[src/rtl/wifi_two_phase_frame_filter_top_macros.svh]
// Assertion macros for the frame filter.
`ifndef WIFI_TWO_PHASE_FRAME_FILTER_TOP_MACROS_SVH
`define WIFI_TWO_PHASE_FRAME_FILTER_TOP_MACROS_SVH
`ifndef NO_ASSERTIONS
// Check that a condition implies a consequence in the same cycle.
`define WTF_ASSERT_IMPL(label, clk, rst, cond, prop) \
  label: assert property (@(posedge clk) disable iff (rst) (cond) |-> (prop)) \
    else $error("assertion failed");
// Check that a condition implies a consequence in the next cycle.
`define WTF_ASSERT_NEXT(label, clk, rst, cond, prop) \
  label: assert property (@(posedge clk) disable iff (rst) (cond) |=> (prop)) \
    else $error("assertion failed");
`else
`define WTF_ASSERT_IMPL(label, clk, rst, cond, prop)
`define WTF_ASSERT_NEXT(label, clk, rst, cond, prop)
`endif
`endif

[src/rtl/wtf_pkg.sv]
`timescale 1ns / 1ps
package wtf_pkg;
  localparam int EAPOL_LIMIT_DEF       = 4;
  localparam int CAPTURE_SLOTS_DEF     = 8;
  localparam int FRAME_STORE_BYTES_DEF = 2048;
  localparam int SSID_MAX              = 32;

  localparam logic [11:0] IE_START   = 12'd36;
  localparam logic [15:0] EAPOL_TYPE = 16'h888E;
  localparam logic [11:0] MIN_CLEAN  = 12'd24;
  localparam logic [3:0]  SUB_BEACON = 4'h8;

  localparam logic [2:0] REG_SSID0   = 3'd0;
  localparam logic [2:0] REG_SSID1   = 3'd1;
  localparam logic [2:0] REG_SSID2   = 3'd2;
  localparam logic [2:0] REG_SSID3   = 3'd3;
  localparam logic [2:0] REG_SSIDLEN = 3'd4;
  localparam logic [2:0] REG_BFILT   = 3'd5;
  localparam logic [2:0] REG_BFON    = 3'd6;

  localparam logic [1:0] CLS_MGMT = 2'd0;
  localparam logic [1:0] CLS_DATA = 2'd2;

  localparam logic [1:0] PH_HUNT  = 2'd0;
  localparam logic [1:0] PH_EAPOL = 2'd1;
  localparam logic [1:0] PH_DONE  = 2'd2;

  localparam logic [1:0] V_IGNORE = 2'd0;
  localparam logic [1:0] V_BEACON = 2'd1;
  localparam logic [1:0] V_EAPOL  = 2'd2;

  // Frame summary handed from the parser to the decision stage.
  typedef struct packed {
    logic        err;
    logic [11:0] eff;
    logic [11:0] clean;
    logic [1:0]  cls;
    logic [15:0] fc;
    logic [47:0] addr3;
    logic [47:0] bssid_at;
    logic [11:0] elem_start;
    logic [7:0]  elem_len;
    logic        ssid_found;
    logic [15:0] ether_type;
  } frame_sum_t;

  // Target SSID settings used by the decision stage.
  typedef struct packed {
    logic [255:0] text;
    logic [5:0]   len;
  } ssid_cfg_t;
endpackage

[src/rtl/wtf_parser.sv]
`timescale 1ns / 1ps
module wtf_parser (
  input  logic                clk,
  input  logic                rst,
  input  logic                in_valid,
  input  logic [7:0]          data_byte,
  input  logic                last_byte,
  input  logic [11:0]         frame_length,
  input  logic [1:0]          packet_class,
  input  logic                rx_error,
  output logic                sum_valid,
  output wtf_pkg::frame_sum_t sum,
  output logic [255:0]        ssid_text
);
  import wtf_pkg::*;

  logic [11:0]  byte_position;
  logic [11:0]  clean_count;
  logic [15:0]  frame_control;
  logic [47:0]  address_three;
  logic [47:0]  bssid_at;
  logic [11:0]  element_start;
  logic [7:0]   elem_tag;
  logic [7:0]   elem_len;
  logic         ssid_found;
  logic [255:0] ssid_capture;
  logic [15:0]  ether_type;
  logic         err_seen;

  logic [11:0] clean;
  logic [11:0] p;
  logic [15:0] fc_cur;
  logic [1:0]  ds;
  logic [11:0] bstart;
  logic [11:0] hdr;
  logic [12:0] tstart;
  logic [12:0] nlen;
  logic [12:0] poff;

  assign clean  = (frame_length > 12'd4) ? frame_length - 12'd4 : frame_length;
  assign p      = byte_position;
  assign fc_cur = (p == 12'd1) ? {data_byte, frame_control[7:0]} : frame_control;
  assign ds     = frame_control[9:8];
  assign bstart = (ds == 2'd1) ? 12'd4 : ((ds == 2'd2) ? 12'd10 : 12'd16);
  assign hdr    = 12'd24 + (frame_control[7] ? 12'd2 : 12'd0) + ((ds == 2'd3) ? 12'd6 : 12'd0);
  assign tstart = {1'b0, element_start} + 13'd2;
  assign nlen   = (elem_len > 8'd32) ? 13'd32 : {5'd0, elem_len};
  assign poff   = {1'b0, p} - tstart;

  // Parse clean bytes, close the frame on the last byte
  always_ff @(posedge clk) begin
    sum_valid <= 1'b0;
    if (rst) begin
      byte_position <= '0;
      clean_count   <= '0;
      frame_control <= '0;
      address_three <= '0;
      bssid_at      <= '0;
      element_start <= IE_START;
      elem_tag      <= '0;
      elem_len      <= '0;
      ssid_found    <= 1'b0;
      ssid_capture  <= '0;
      ether_type    <= '0;
      err_seen      <= 1'b0;
    end else if (in_valid) begin
      if (last_byte) begin
        sum_valid      <= 1'b1;
        sum.err        <= err_seen | rx_error;
        sum.eff        <= (p < clean) ? clean_count + 12'd1 : clean_count;
        sum.clean      <= clean;
        sum.cls        <= packet_class;
        sum.fc         <= (p >= clean) ? frame_control :
                          ((p == 12'd0) ? {frame_control[15:8], data_byte} : fc_cur);
        sum.addr3      <= address_three;
        sum.bssid_at   <= bssid_at;
        sum.elem_start <= element_start;
        sum.elem_len   <= elem_len;
        sum.ssid_found <= ssid_found;
        sum.ether_type <= ether_type;
        ssid_text      <= ssid_capture;
        if (p < clean) begin
          // Final byte may still land in a header or element field
          if (p >= 12'd16 && p < 12'd22)
            sum.addr3[8*(p-12'd16) +: 8] <= data_byte;
          if (p >= 12'd2 && p >= bstart && p < bstart + 12'd6)
            sum.bssid_at[8*(p-bstart) +: 8] <= data_byte;
          if (p >= 12'd2 && p == hdr + 12'd6) sum.ether_type[15:8] <= data_byte;
          if (p >= 12'd2 && p == hdr + 12'd7) sum.ether_type[7:0] <= data_byte;
          if (!ssid_found && p == element_start + 12'd1 && elem_tag == 8'd0) begin
            sum.ssid_found <= 1'b1;
            sum.elem_len   <= data_byte;
          end
          if (ssid_found && {1'b0, p} >= tstart && {1'b0, p} < tstart + nlen)
            ssid_text[8*poff[4:0] +: 8] <= data_byte;
        end
        byte_position <= '0;
        clean_count   <= '0;
        frame_control <= '0;
        address_three <= '0;
        bssid_at      <= '0;
        element_start <= IE_START;
        elem_tag      <= '0;
        elem_len      <= '0;
        ssid_found    <= 1'b0;
        ssid_capture  <= '0;
        ether_type    <= '0;
        err_seen      <= 1'b0;
      end else begin
        if (rx_error) err_seen <= 1'b1;
        if (byte_position != 12'hFFF) byte_position <= byte_position + 12'd1;
        if (p < clean) begin
          clean_count <= clean_count + 12'd1;
          if (p == 12'd0) frame_control[7:0] <= data_byte;
          if (p == 12'd1) frame_control[15:8] <= data_byte;
          if (p >= 12'd16 && p < 12'd22)
            address_three[8*(p-12'd16) +: 8] <= data_byte;
          if (p >= 12'd2 && p >= bstart && p < bstart + 12'd6)
            bssid_at[8*(p-bstart) +: 8] <= data_byte;
          if (p >= 12'd2 && p == hdr + 12'd6) ether_type[15:8] <= data_byte;
          if (p >= 12'd2 && p == hdr + 12'd7) ether_type[7:0] <= data_byte;
          if (!ssid_found) begin
            if (p == element_start) elem_tag <= data_byte;
            else if (p == element_start + 12'd1) begin
              elem_len <= data_byte;
              if (elem_tag == 8'd0) ssid_found <= 1'b1;
              else element_start <= element_start + 12'd2 + {4'd0, data_byte};
            end
          end else if ({1'b0, p} >= tstart && {1'b0, p} < tstart + nlen) begin
            ssid_capture[8*poff[4:0] +: 8] <= data_byte;
          end
        end
      end
    end
  end
endmodule

[src/rtl/wtf_fifo.sv]
`timescale 1ns / 1ps
module wtf_fifo #(
  parameter int WIDTH = 8,
  parameter int DEPTH = 4
) (
  input  logic             clk,
  input  logic             rst,
  input  logic             wr,
  input  logic [WIDTH-1:0] wdata,
  input  logic             rd,
  output logic [WIDTH-1:0] rdata,
  output logic             is_empty,
  output logic             is_full
);
  localparam int AW = $clog2(DEPTH);
  logic [WIDTH-1:0] mem [DEPTH];
  logic [AW-1:0] wp, rp;
  logic [AW:0]   cnt;

  assign rdata    = mem[rp];
  assign is_empty = (cnt == '0);
  assign is_full  = (cnt == (AW+1)'(DEPTH));

  // Advance pointers on each transaction
  always_ff @(posedge clk) begin
    if (rst) begin
      wp <= '0; rp <= '0; cnt <= '0;
    end else begin
      if (wr) begin
        mem[wp] <= wdata;
        wp <= (wp == AW'(DEPTH-1)) ? '0 : wp + 1'b1;
      end
      if (rd) rp <= (rp == AW'(DEPTH-1)) ? '0 : rp + 1'b1;
      cnt <= cnt + (AW+1)'(wr) - (AW+1)'(rd);
    end
  end
endmodule

[src/rtl/wtf_decide.sv]
`timescale 1ns / 1ps
module wtf_decide #(
  parameter int EAPOL_LIMIT       = wtf_pkg::EAPOL_LIMIT_DEF,
  parameter int CAPTURE_SLOTS     = wtf_pkg::CAPTURE_SLOTS_DEF,
  parameter int FRAME_STORE_BYTES = wtf_pkg::FRAME_STORE_BYTES_DEF
) (
  input  logic                clk,
  input  logic                rst,
  input  logic                go,
  input  wtf_pkg::frame_sum_t sum,
  input  logic [255:0]        ssid_text,
  input  wtf_pkg::ssid_cfg_t  scfg,
  input  logic [47:0]         bssid_filter,
  input  logic                bssid_filter_on,
  output logic [1:0]          verdict,
  output logic                stored,
  output logic [2:0]          slot_index,
  output logic [11:0]         stored_length,
  output logic [1:0]          phase,
  output logic [2:0]          eapol_count,
  output logic [47:0]         learned_bssid
);
  import wtf_pkg::*;

  logic [1:0]  phase_reg;
  logic [2:0]  accepted_eapol;
  logic [3:0]  slots_used;
  logic [47:0] bssid_learned_reg;

  logic [5:0]  tlen, elen;
  logic [5:0]  lim, n;
  logic        text_eq, ssid_ok, beacon_ok, eapol_ok, slot_free;
  logic [12:0] elem_end;
  logic [11:0] hdr, slen;
  logic [1:0]  ds;

  // Effective target and element lengths: saturate, stop at first zero byte; compare text
  always_comb begin
    lim  = (scfg.len > 6'd32) ? 6'd32 : scfg.len;
    tlen = lim;
    for (int k = SSID_MAX - 1; k >= 0; k--)
      if (6'(k) < lim && scfg.text[8*k +: 8] == 8'd0) tlen = 6'(k);
    n    = (sum.elem_len > 8'd32) ? 6'd32 : sum.elem_len[5:0];
    elen = n;
    for (int k = SSID_MAX - 1; k >= 0; k--)
      if (6'(k) < n && ssid_text[8*k +: 8] == 8'd0) elen = 6'(k);
    text_eq = 1'b1;
    for (int k = 0; k < SSID_MAX; k++)
      if (6'(k) < tlen && ssid_text[8*k +: 8] != scfg.text[8*k +: 8]) text_eq = 1'b0;
  end

  assign elem_end  = {1'b0, sum.elem_start} + 13'd2 + {5'd0, sum.elem_len};
  assign ssid_ok   = (tlen == 6'd0) ||
                     (sum.ssid_found && elem_end <= {1'b0, sum.eff} && elen == tlen && text_eq);
  assign ds        = sum.fc[9:8];
  assign hdr       = 12'd24 + (sum.fc[7] ? 12'd2 : 12'd0) + ((ds == 2'd3) ? 12'd6 : 12'd0);
  assign slot_free = (slots_used < 4'(CAPTURE_SLOTS));
  assign beacon_ok = !sum.err && sum.eff >= MIN_CLEAN && phase_reg == PH_HUNT &&
                     sum.cls == CLS_MGMT && sum.fc[3:2] == 2'd0 && sum.fc[7:4] == SUB_BEACON &&
                     ssid_ok && (!bssid_filter_on || sum.addr3 == bssid_filter);
  assign eapol_ok  = !sum.err && sum.eff >= MIN_CLEAN && phase_reg == PH_EAPOL &&
                     sum.cls == CLS_DATA && sum.fc[3:2] == 2'd2 &&
                     sum.bssid_at == bssid_learned_reg && {1'b0, sum.eff} >= {1'b0, hdr} + 13'd8 &&
                     sum.ether_type == EAPOL_TYPE && slot_free;
  assign slen      = (sum.clean > 12'(FRAME_STORE_BYTES)) ? 12'(FRAME_STORE_BYTES) : sum.clean;

  // Update run state and form the verdict
  always_ff @(posedge clk) begin
    if (rst) begin
      phase_reg <= PH_HUNT;
      accepted_eapol <= '0;
      slots_used <= '0;
      bssid_learned_reg <= '0;
    end else if (go) begin
      verdict <= V_IGNORE; stored <= 1'b0; slot_index <= '0; stored_length <= '0;
      phase <= phase_reg; eapol_count <= accepted_eapol; learned_bssid <= bssid_learned_reg;
      if (beacon_ok) begin
        verdict <= V_BEACON; stored_length <= slen;
        if (slot_free) begin
          stored <= 1'b1; slot_index <= slots_used[2:0]; slots_used <= slots_used + 4'd1;
        end
        bssid_learned_reg <= sum.addr3; learned_bssid <= sum.addr3;
        phase_reg <= PH_EAPOL; phase <= PH_EAPOL;
      end else if (eapol_ok) begin
        verdict <= V_EAPOL; stored_length <= slen; stored <= 1'b1;
        slot_index <= slots_used[2:0]; slots_used <= slots_used + 4'd1;
        accepted_eapol <= accepted_eapol + 3'd1; eapol_count <= accepted_eapol + 3'd1;
        if (accepted_eapol + 3'd1 >= 3'(EAPOL_LIMIT)) begin
          phase_reg <= PH_DONE; phase <= PH_DONE;
        end
      end
    end
  end
endmodule

[src/rtl/wifi_two_phase_frame_filter_top.sv]
`timescale 1ns / 1ps
// Channel  | Handshake        | Fields
// input    | push / full      | data_byte last_byte frame_length packet_class rx_error
// result   | pop / empty      | verdict stored slot_index stored_length phase ...
// config   | cfg_we           | cfg_index cfg_data
// One byte per cycle enters the parser while full is low; after the last byte is taken,
// a verdict passes the frame summary and the decision into a 4-entry output queue.
// full is high when that queue cannot take one more in-flight verdict.
// Reset is synchronous; it clears the run state and empties the queue.
`include "wifi_two_phase_frame_filter_top_macros.svh"
module wifi_two_phase_frame_filter_top #(
  parameter int EAPOL_LIMIT       = wtf_pkg::EAPOL_LIMIT_DEF,
  parameter int CAPTURE_SLOTS     = wtf_pkg::CAPTURE_SLOTS_DEF,
  parameter int FRAME_STORE_BYTES = wtf_pkg::FRAME_STORE_BYTES_DEF
) (
  input  logic        clk,
  input  logic        rst,
  input  logic        push,
  output logic        full,
  input  logic [7:0]  data_byte,
  input  logic        last_byte,
  input  logic [11:0] frame_length,
  input  logic [1:0]  packet_class,
  input  logic        rx_error,
  output logic        empty,
  input  logic        pop,
  output logic [1:0]  verdict,
  output logic        stored,
  output logic [2:0]  slot_index,
  output logic [11:0] stored_length,
  output logic [1:0]  phase,
  output logic [2:0]  eapol_count,
  output logic [47:0] learned_bssid,
  input  logic        cfg_we,
  input  logic [2:0]  cfg_index,
  input  logic [63:0] cfg_data
);
  import wtf_pkg::*;
  localparam int RW = 2 + 1 + 3 + 12 + 2 + 3 + 48;

  ssid_cfg_t    scfg;
  logic [47:0]  bssid_filter;
  logic         bssid_filter_on;
  logic         in_acc, sum_valid, dec_valid, q_full, q_empty;
  logic [2:0]   q_cnt;
  frame_sum_t   sum;
  logic [255:0] ssid_text;
  logic [1:0]   d_verdict, d_phase;
  logic         d_stored;
  logic [2:0]   d_slot, d_cnt;
  logic [11:0]  d_len;
  logic [47:0]  d_bssid;
  logic [RW-1:0] q_out;

  // Write configuration registers
  always_ff @(posedge clk) begin
    if (rst) begin
      scfg <= '0; bssid_filter <= '0; bssid_filter_on <= 1'b0;
    end else if (cfg_we) begin
      case (cfg_index)
        REG_SSID0:   scfg.text[63:0]    <= cfg_data;
        REG_SSID1:   scfg.text[127:64]  <= cfg_data;
        REG_SSID2:   scfg.text[191:128] <= cfg_data;
        REG_SSID3:   scfg.text[255:192] <= cfg_data;
        REG_SSIDLEN: scfg.len           <= cfg_data[5:0];
        REG_BFILT:   bssid_filter       <= cfg_data[47:0];
        REG_BFON:    bssid_filter_on    <= cfg_data[0];
        default: ;
      endcase
    end
  end

  // Reserve room for verdicts still in flight
  always_ff @(posedge clk) begin
    if (rst) q_cnt <= '0;
    else q_cnt <= q_cnt + 3'(in_acc && last_byte) - 3'(pop && !q_empty);
  end
  assign full   = (q_cnt >= 3'd4);
  assign in_acc = push && !full;

  wtf_parser u_parser (
    .clk, .rst, .in_valid(in_acc), .data_byte, .last_byte, .frame_length,
    .packet_class, .rx_error, .sum_valid, .sum, .ssid_text
  );

  always_ff @(posedge clk) begin
    if (rst) dec_valid <= 1'b0;
    else dec_valid <= sum_valid;
  end

  wtf_decide #(
    .EAPOL_LIMIT(EAPOL_LIMIT), .CAPTURE_SLOTS(CAPTURE_SLOTS),
    .FRAME_STORE_BYTES(FRAME_STORE_BYTES)
  ) u_decide (
    .clk, .rst, .go(sum_valid), .sum, .ssid_text, .scfg, .bssid_filter, .bssid_filter_on,
    .verdict(d_verdict), .stored(d_stored), .slot_index(d_slot), .stored_length(d_len),
    .phase(d_phase), .eapol_count(d_cnt), .learned_bssid(d_bssid)
  );

  wtf_fifo #(.WIDTH(RW), .DEPTH(4)) u_q (
    .clk, .rst, .wr(dec_valid),
    .wdata({d_verdict, d_stored, d_slot, d_len, d_phase, d_cnt, d_bssid}),
    .rd(pop && !q_empty), .rdata(q_out), .is_empty(q_empty), .is_full(q_full)
  );

  assign empty = q_empty;
  assign {verdict, stored, slot_index, stored_length, phase, eapol_count, learned_bssid} = q_out;

  `WTF_ASSERT_IMPL(a_no_overflow, clk, rst, dec_valid, !q_full)
  `WTF_ASSERT_NEXT(a_sum_to_dec, clk, rst, sum_valid, dec_valid)
  `WTF_ASSERT_IMPL(a_ignored_clean, clk, rst, !q_empty && verdict == V_IGNORE, !stored && stored_length == 12'd0)
endmodule

[config.mk]
export PLATFORM = sky130hd
export DESIGN_NAME = wifi_two_phase_frame_filter_top
export DESIGN_NICKNAME = d
export VERILOG_FILES = /design/src/rtl/wtf_pkg.sv /design/src/rtl/wtf_parser.sv /design/src/rtl/wtf_fifo.sv /design/src/rtl/wtf_decide.sv /design/src/rtl/wifi_two_phase_frame_filter_top.sv
export VERILOG_INCLUDE_DIRS = /design/src /design/src/rtl
export SDC_FILE = /design/constraint.sdc
export NUM_CORES = 2
export LEC_CHECK = 0
export BUFFER_PORTS_ARGS = -buffer_cell sky130_fd_sc_hd__buf_2
export CAP_MARGIN = 20
export CORE_MARGIN = 2
export CORE_UTILIZATION = 40
export CTS_BUF_LIST = sky130_fd_sc_hd__clkbuf_8
export DETAILED_ROUTE_END_ITERATION = 16
export GPL_TIMING_DRIVEN = 0
export MAX_ROUTING_LAYER = met4
export PLACE_DENSITY = 0.66
export SYNTH_ARGS = -nofsm -noshare
export SYNTH_HDL_FRONTEND = slang
export SYNTH_HIERARCHICAL = 1
export SYNTH_SLANG_ARGS = --single-unit
[constraint.sdc]
create_clock -name clk -period 27.6 [get_ports clk]
set_input_delay 1.38 -clock clk [delete_from_list [all_inputs] [get_ports clk]]
set_output_delay 1.38 -clock clk [all_outputs]
set_load 0.01 [all_outputs]
# After elaboration in Yosys (flattened, before gate mapping)
# Memories as Yosys holds them, arrays and structs flattened. A register that Yosys moved wholly into a read port is not among the register bits.
# Index checks and enable logic that the tools add are counted.
[classes]
n_reduce_logical = 235
bitwise = 3
eq_ne = 62
n_mux = 189
order_cmp = 116
shift = 6
add_sub_neg = 32
[op_table]
columns = ["op", "count"]
rows = [
  ["2-to-1 mux 256 bit", 6],
  ["zero test 8 bit", 65],
  ["2-to-1 mux 6 bit", 66],
  ["2-to-1 mux 48 bit", 7],
  ["less-than comparator 5 x 6 -> 1 bit (first input constant)", 48],
  ["bitwise mux 256 bit", 1],
  ["inequality test 8 bit", 32],
  ["variable shift 8 x 34 -> 256 bit (first input constant)", 1],
  ["variable part select 8 x 34 -> 256 bit", 1],
  ["2-to-1 mux 12 bit", 15],
  ["less-than comparator 4 x 6 -> 1 bit (first input constant)", 24],
  ["logical AND 1 bit", 126],
  ["2-to-1 mux 8 bit", 13],
  ["bitwise mux 48 bit", 2],
  ["equality test 48 bit", 2],
  ["2-to-1 mux 96 bit", 1],
  ["variable shift 8 x 34 -> 48 bit (first input constant)", 2],
  ["variable part select 8 x 34 -> 48 bit", 2],
  ["less-than comparator 3 x 6 -> 1 bit (first input constant)", 12],
  ["negator 32 -> 34 bit", 2],
  ["2-to-1 mux 10 bit", 5],
  ["equality test 12 bit", 4],
  ["2-to-1 mux 1 bit", 47],
  ["adder 12 x 1 -> 12 bit (second input constant)", 3],
  ["other kinds (67)", 156],
]
[word_totals]
regBits = 1309
word_cells = 693
mem_bits_rw = 284
n_memories = 1
[mem_list]
columns = ["memory", "words", "width", "read_ports", "rd_clocked_by_memory_dff", "write_ports", "line_no", "rtl"]
rows = [
  ["u_q.mem", 4, 71, 1, 1, 1, "wtf_fifo.sv:16", "logic [WIDTH-1:0] mem [DEPTH];"],
]

# Longest topological paths before layout
[logic_depth]
depth_word = 76
mapped_depth = 28
ltp_nobuf = 24

# Cells and area by module
# Netlist, hierarchy kept.
[by_module_without_submodules]
columns = ["module", "instances", "cells_per_inst", "area_each_um2"]
rows = [
  ["wtf_parser", 1, 3447, 37883.8],
  ["wtf_decide", 1, 1726, 14197.4],
  ["wifi_two_phase_frame_filter_top", 1, 1102, 12361.9],
  ["wtf_fifo", 1, 415, 10781.6],
]

# Least setup slack after synthesis
# OpenSTA, ideal clock, no wires.
[synth_timing]
kind = "in2reg"
from = "input port rst"
to = "register u_parser.ssid_text[0], enable pin"
setup_slack_ns = 6.313
required_time_ns = 26.363
stages = 5
setup_time_ns = 1.237
arrival_time_ns = 20.050
cell_sequence = "clkbuf_1 clkbuf_1 clkbuf_1 clkbuf_1 nor2_1"
[synth_between]
elab_chain_cells = 2
[synth_rtl]
columns = ["item", "line_no", "rtl"]
rows = [
  ["start: declaration", "wifi_two_phase_frame_filter_top.sv:17", "input logic rst,"],
  ["inverter 1 bit (no source line)", "--", ""],
  ["AND reduction 3 bit (no source line)", "--", ""],
  ["end signal: assignment", "wtf_parser.sv:81", "ssid_text <= ssid_capture;"],
  ["end signal: indexed assignment", "wtf_parser.sv:95", "ssid_text[8*poff[4:0] +: 8] <= data_byte;"],
  ["end: declaration", "wtf_parser.sv:13", "output logic [255:0] ssid_text"],
]
# No other way between the ends.
# A chain may end at the register's enable or synchronous reset.

# Worst setup path after layout
[layout_timing]
from = "register, netlist name u_parser/sum[18]"
to = "register u_decide.learned_bssid[44], data pin"
[layout_between]
elab_chain_cells = 43
[layout_rtl]
columns = ["item", "line_no", "rtl"]
rows = [
  ["> comparator 8 x 6 -> 1 bit", "wtf_decide.sv:43", "n = (sum.elem_len > 8'd32) ? 6'd32 : sum.elem_len[5:0];"],
  ["2-to-1 mux 6 bit", "wtf_decide.sv:43", ""],
  ["less-than comparator 5 x 6 -> 1 bit", "wtf_decide.sv:46", "if (6'(k) < n && ssid_text[8*k +: 8] == 8'd0) elen = 6'(k);"],
  ["logical AND 1 bit", "wtf_decide.sv:46", ""],
  ["2-to-1 mux 6 bit (32 in a row)", "wtf_decide.sv:46", ""],
  ["equality test 6 bit", "wtf_decide.sv:54", "(sum.ssid_found && elem_end <= {1'b0, sum.eff} && elen == tlen && text_eq);"],
  ["logical AND 1 bit (*) (2 in a row)", "wtf_decide.sv:54", ""],
  ["logical OR 1 bit (*)", "wtf_decide.sv:53", "assign ssid_ok = (tlen == 6'd0) ||"],
  ["logical AND 1 bit (*)", "wtf_decide.sv:59", "sum.cls == CLS_MGMT && sum.fc[3:2] == 2'd0 && sum.fc[7:4] == SUB_BEACON &&"],
  ["logical AND 1 bit (*)", "wtf_decide.sv:60", "ssid_ok && (!bssid_filter_on || sum.addr3 == bssid_filter);"],
  ["2-to-1 mux 48 bit (*)", "--", ""],
  ["end signal: assignment", "wtf_decide.sv:76", "phase <= phase_reg; eapol_count <= accepted_eapol; learned_bssid <= bssid_learned_reg;"],
  ["end signal: assignment", "wtf_decide.sv:82", "bssid_learned_reg <= sum.addr3; learned_bssid <= sum.addr3;"],
  ["end: declaration", "wtf_decide.sv:21", "output logic [47:0] learned_bssid"],
]
# Mark *: on every way between the ends. The rest lies on a longest branch, timed or not.

==> results.py <==
metrics = {
    "timing": {
        "finalCritPeriodShare_pct": 30.4,
        "worst_pin_slew_ns": 1.33,
        "timing.final.ws_setup_ns": 19.21,
        "period_needed_ns": 8.39,
        "clock_skew_ns": 0.0804,
        "whs_ns": 0.451,
        "drv_slew": 0,
        "hold_violations": 0,
        "grt_setup_unrepaired": "false",
        "maxSlewHeadroom_pct": 10.5,
        "setup_viol": 0,
        "max_freq_ghz": 0.119,
    },
    "status": {
        "outcome": "finished clean",
    },
    "route": {
        "ant_nets": 0,
        "wl_per_cell_um": 27.7,
        "vias": 58655,
        "dr.pass1.iters": 7,
        "route.detailed.drc": 0,
        "drtIter0Drc": 8222,
        "drt-total-wl_mm": 274,
        "vias_per_cell": 5.94,
    },
    "cts": {
        "htreeDepth": 5,
        "clockBufferDepth": 4,
        "tritoncts": "done",
        "cts.repair.resized": 0,
        "numCtsBuffers": 274,
        "cts.sinks": 1591,
        "cts-hold-fix-buffers": 0,
        "clk_pin_slew_ns": 0.07,
        "cts_root_buffer": "clkbuf_8",
        "insertion_delay_ns": 1.05,
        "cts_setup_buffers": 0,
    },
    "global_route": {
        "grt-ovfl-total": 0,
        "grt_max_degree": 55,
        "grt_pass1_vias": 54877,
        "grt_usage_pct": 28.7,
        "grt_pass1_wl_mm": 387,
        "antenna_found_initial": 35,
    },
    "setup_path": {
        "cp_max_fo": 10,
        "end_kind": "register",
        "critPathRequiredTime_ns": 28.34,
        "critical_path_class": "reg -> reg",
        "arrival_ns": 9.13,
        "setup.worst_path.start_class": "register",
    },
    "placed_design": {
        "numPortBuffers": 167,
        "dp_hpwl_mm": 209,
        "preCtsSetupSlack_ns": 19.57,
        "gp_congestion": 1.08,
    },
    "pwr": {
        "power_mw": 5.35,
        "p_leak_nw": 31.5,
        "cellPowerDensity_nw_per_um2": 63.1,
        "vdd_drop_max_uv": 58.5,
    },
    "synth": {
        "syn_avg_cell_area_um2": 11.2,
        "netlist_area_um2": 74600,
        "synth_cells": 6649,
        "synth-warning-count": 6,
    },
    "layout": {
        "regMostFlops": "u_q/mem",
        "drive_above_1_share_pct": 13.6,
        "largest_register_ffs": 284,
        "layout.nets": 7417,
        "top_regs": "u_q/mem (284), scfg (262)",
        "syn2layout_area_growth_pct": 13.7,
    },
    "die": {
        "num_rows": 158,
        "start_util_pct": 40.3,
        "ioPinCount": 169,
        "die-width_um": 436,
        "fp.coreArea_um2": 185000,
        "dieArea_um2": 190000,
        "die_h_um": 436,
    },
    "hold_path": {
        "min_path_type": "reg -> reg",
    },
    "job": {
        "cap_violations": 0,
    },
}
power by group:
| group | switching, mW | internal, mW |
|---|---|---|
| combinational | 0.469 | 0.245 |
| clock | 0.972 | 1.10 |
| sequential | 0.0440 | 2.52 |
final cells by class:
cell class,instances,area [um^2]
fillers,17174,101000
flip-flops and latches,1591,39600
multi-input cells,4569,33000
clock buffers,307,4230
well taps,2480,3100
repair buffers,247,1780
plain buffers,373,1670
clock inverters,167,938
inverters,117,439
diodes,21,52.6
metrics by stage:
step	utilization, %	area (um^2)	setup TNS [ns]	cells
after global routing	45.7	84800	0	9864
after global placement	42.4	78600	-1004.83	9297
after floorplan	-	74600	0	6650
after detailed placement	42.9	79600	0	9370
after CTS	45.7	84700	0	9844
final	45.7	84800	0	9872
critical path, cell delays in order (launching register included):
cell,delay (ns)
edfxtp_1,0.47
buf_2,0.29
buf_1,0.46
inv_1,0.37
ha_1,0.38
inv_1,0.04
ha_1,0.22
fa_1,0.41
a21oi_1,0.14
nor2_1,0.05
nor2_1,0.16
o21bai_1,0.10
a21oi_1,0.25
o21bai_1,0.10
a21oi_1,0.24
nor2_1,0.08
xor2_1,0.15
ha_1,0.30
nand4_1,0.09
o32a_1,0.36
o31ai_2,0.07
buf_4,0.25
or4b_1,0.44
a2111oi_0,0.51
nand4_1,0.32
o41ai_4,0.95
buf_2,0.40
mux2_2,0.44
routing by layer:
layer,vias up,wire [um],global-route usage (%)
met1,28948,114000,38.4
met4,0,11800,11.2
met3,638,29300,6.94
met5,-,0,-
met2,3296,118000,41.6
li1,25773,-,-
path summary, 6_finish.rpt:
kind / startpoint / end / slack, ns / cells past startpoint
setup / recovery: u_parser/sum[18] / u_decide/learned_bssid[44] / 19.21 / 27
hold / removal: u_parser/ssid_capture[135] / u_parser/ssid_capture[135] / 0.45 / 2
setup reg to reg: u_parser/sum[18] / u_decide/learned_bssid[44] / 19.21 / 27
hold reg to reg: u_parser/ssid_capture[135] / u_parser/ssid_capture[135] / 0.45 / 2
layout by cell type, fill, tap and decap left out, types with 27 or more instances in the layout:
| master | count |
|---|---|
| dfxtp_1 | 812 |
| edfxtp_1 | 779 |
| nand2_1 | 641 |
| nand2b_1 | 415 |
| o21ai_0 | 368 |
| mux2i_1 | 335 |
| clkbuf_8 | 307 |
| clkbuf_1 | 279 |
| nor2_1 | 262 |
| xnor2_1 | 249 |
| buf_2 | 244 |
| nor4_1 | 220 |
| o2bb2ai_1 | 217 |
| xor2_1 | 212 |
| inv_1 | 205 |
| mux2_2 | 166 |
| nand4_1 | 165 |
| ha_1 | 141 |
| a22o_1 | 118 |
| nand3_1 | 95 |
| a21oi_1 | 94 |
| nor3_1 | 73 |
| mux4_2 | 70 |
| and2_1 | 48 |
| a21o_1 | 44 |
| nor2b_1 | 42 |
| o21ai_1 | 37 |
| or4_1 | 35 |
| clkinv_2 | 34 |
| or3_1 | 32 |
| and3_1 | 31 |
| o211ai_1 | 30 |
| clkinv_1 | 27 |
No activity file was read; power rests on OpenSTA's default activity.
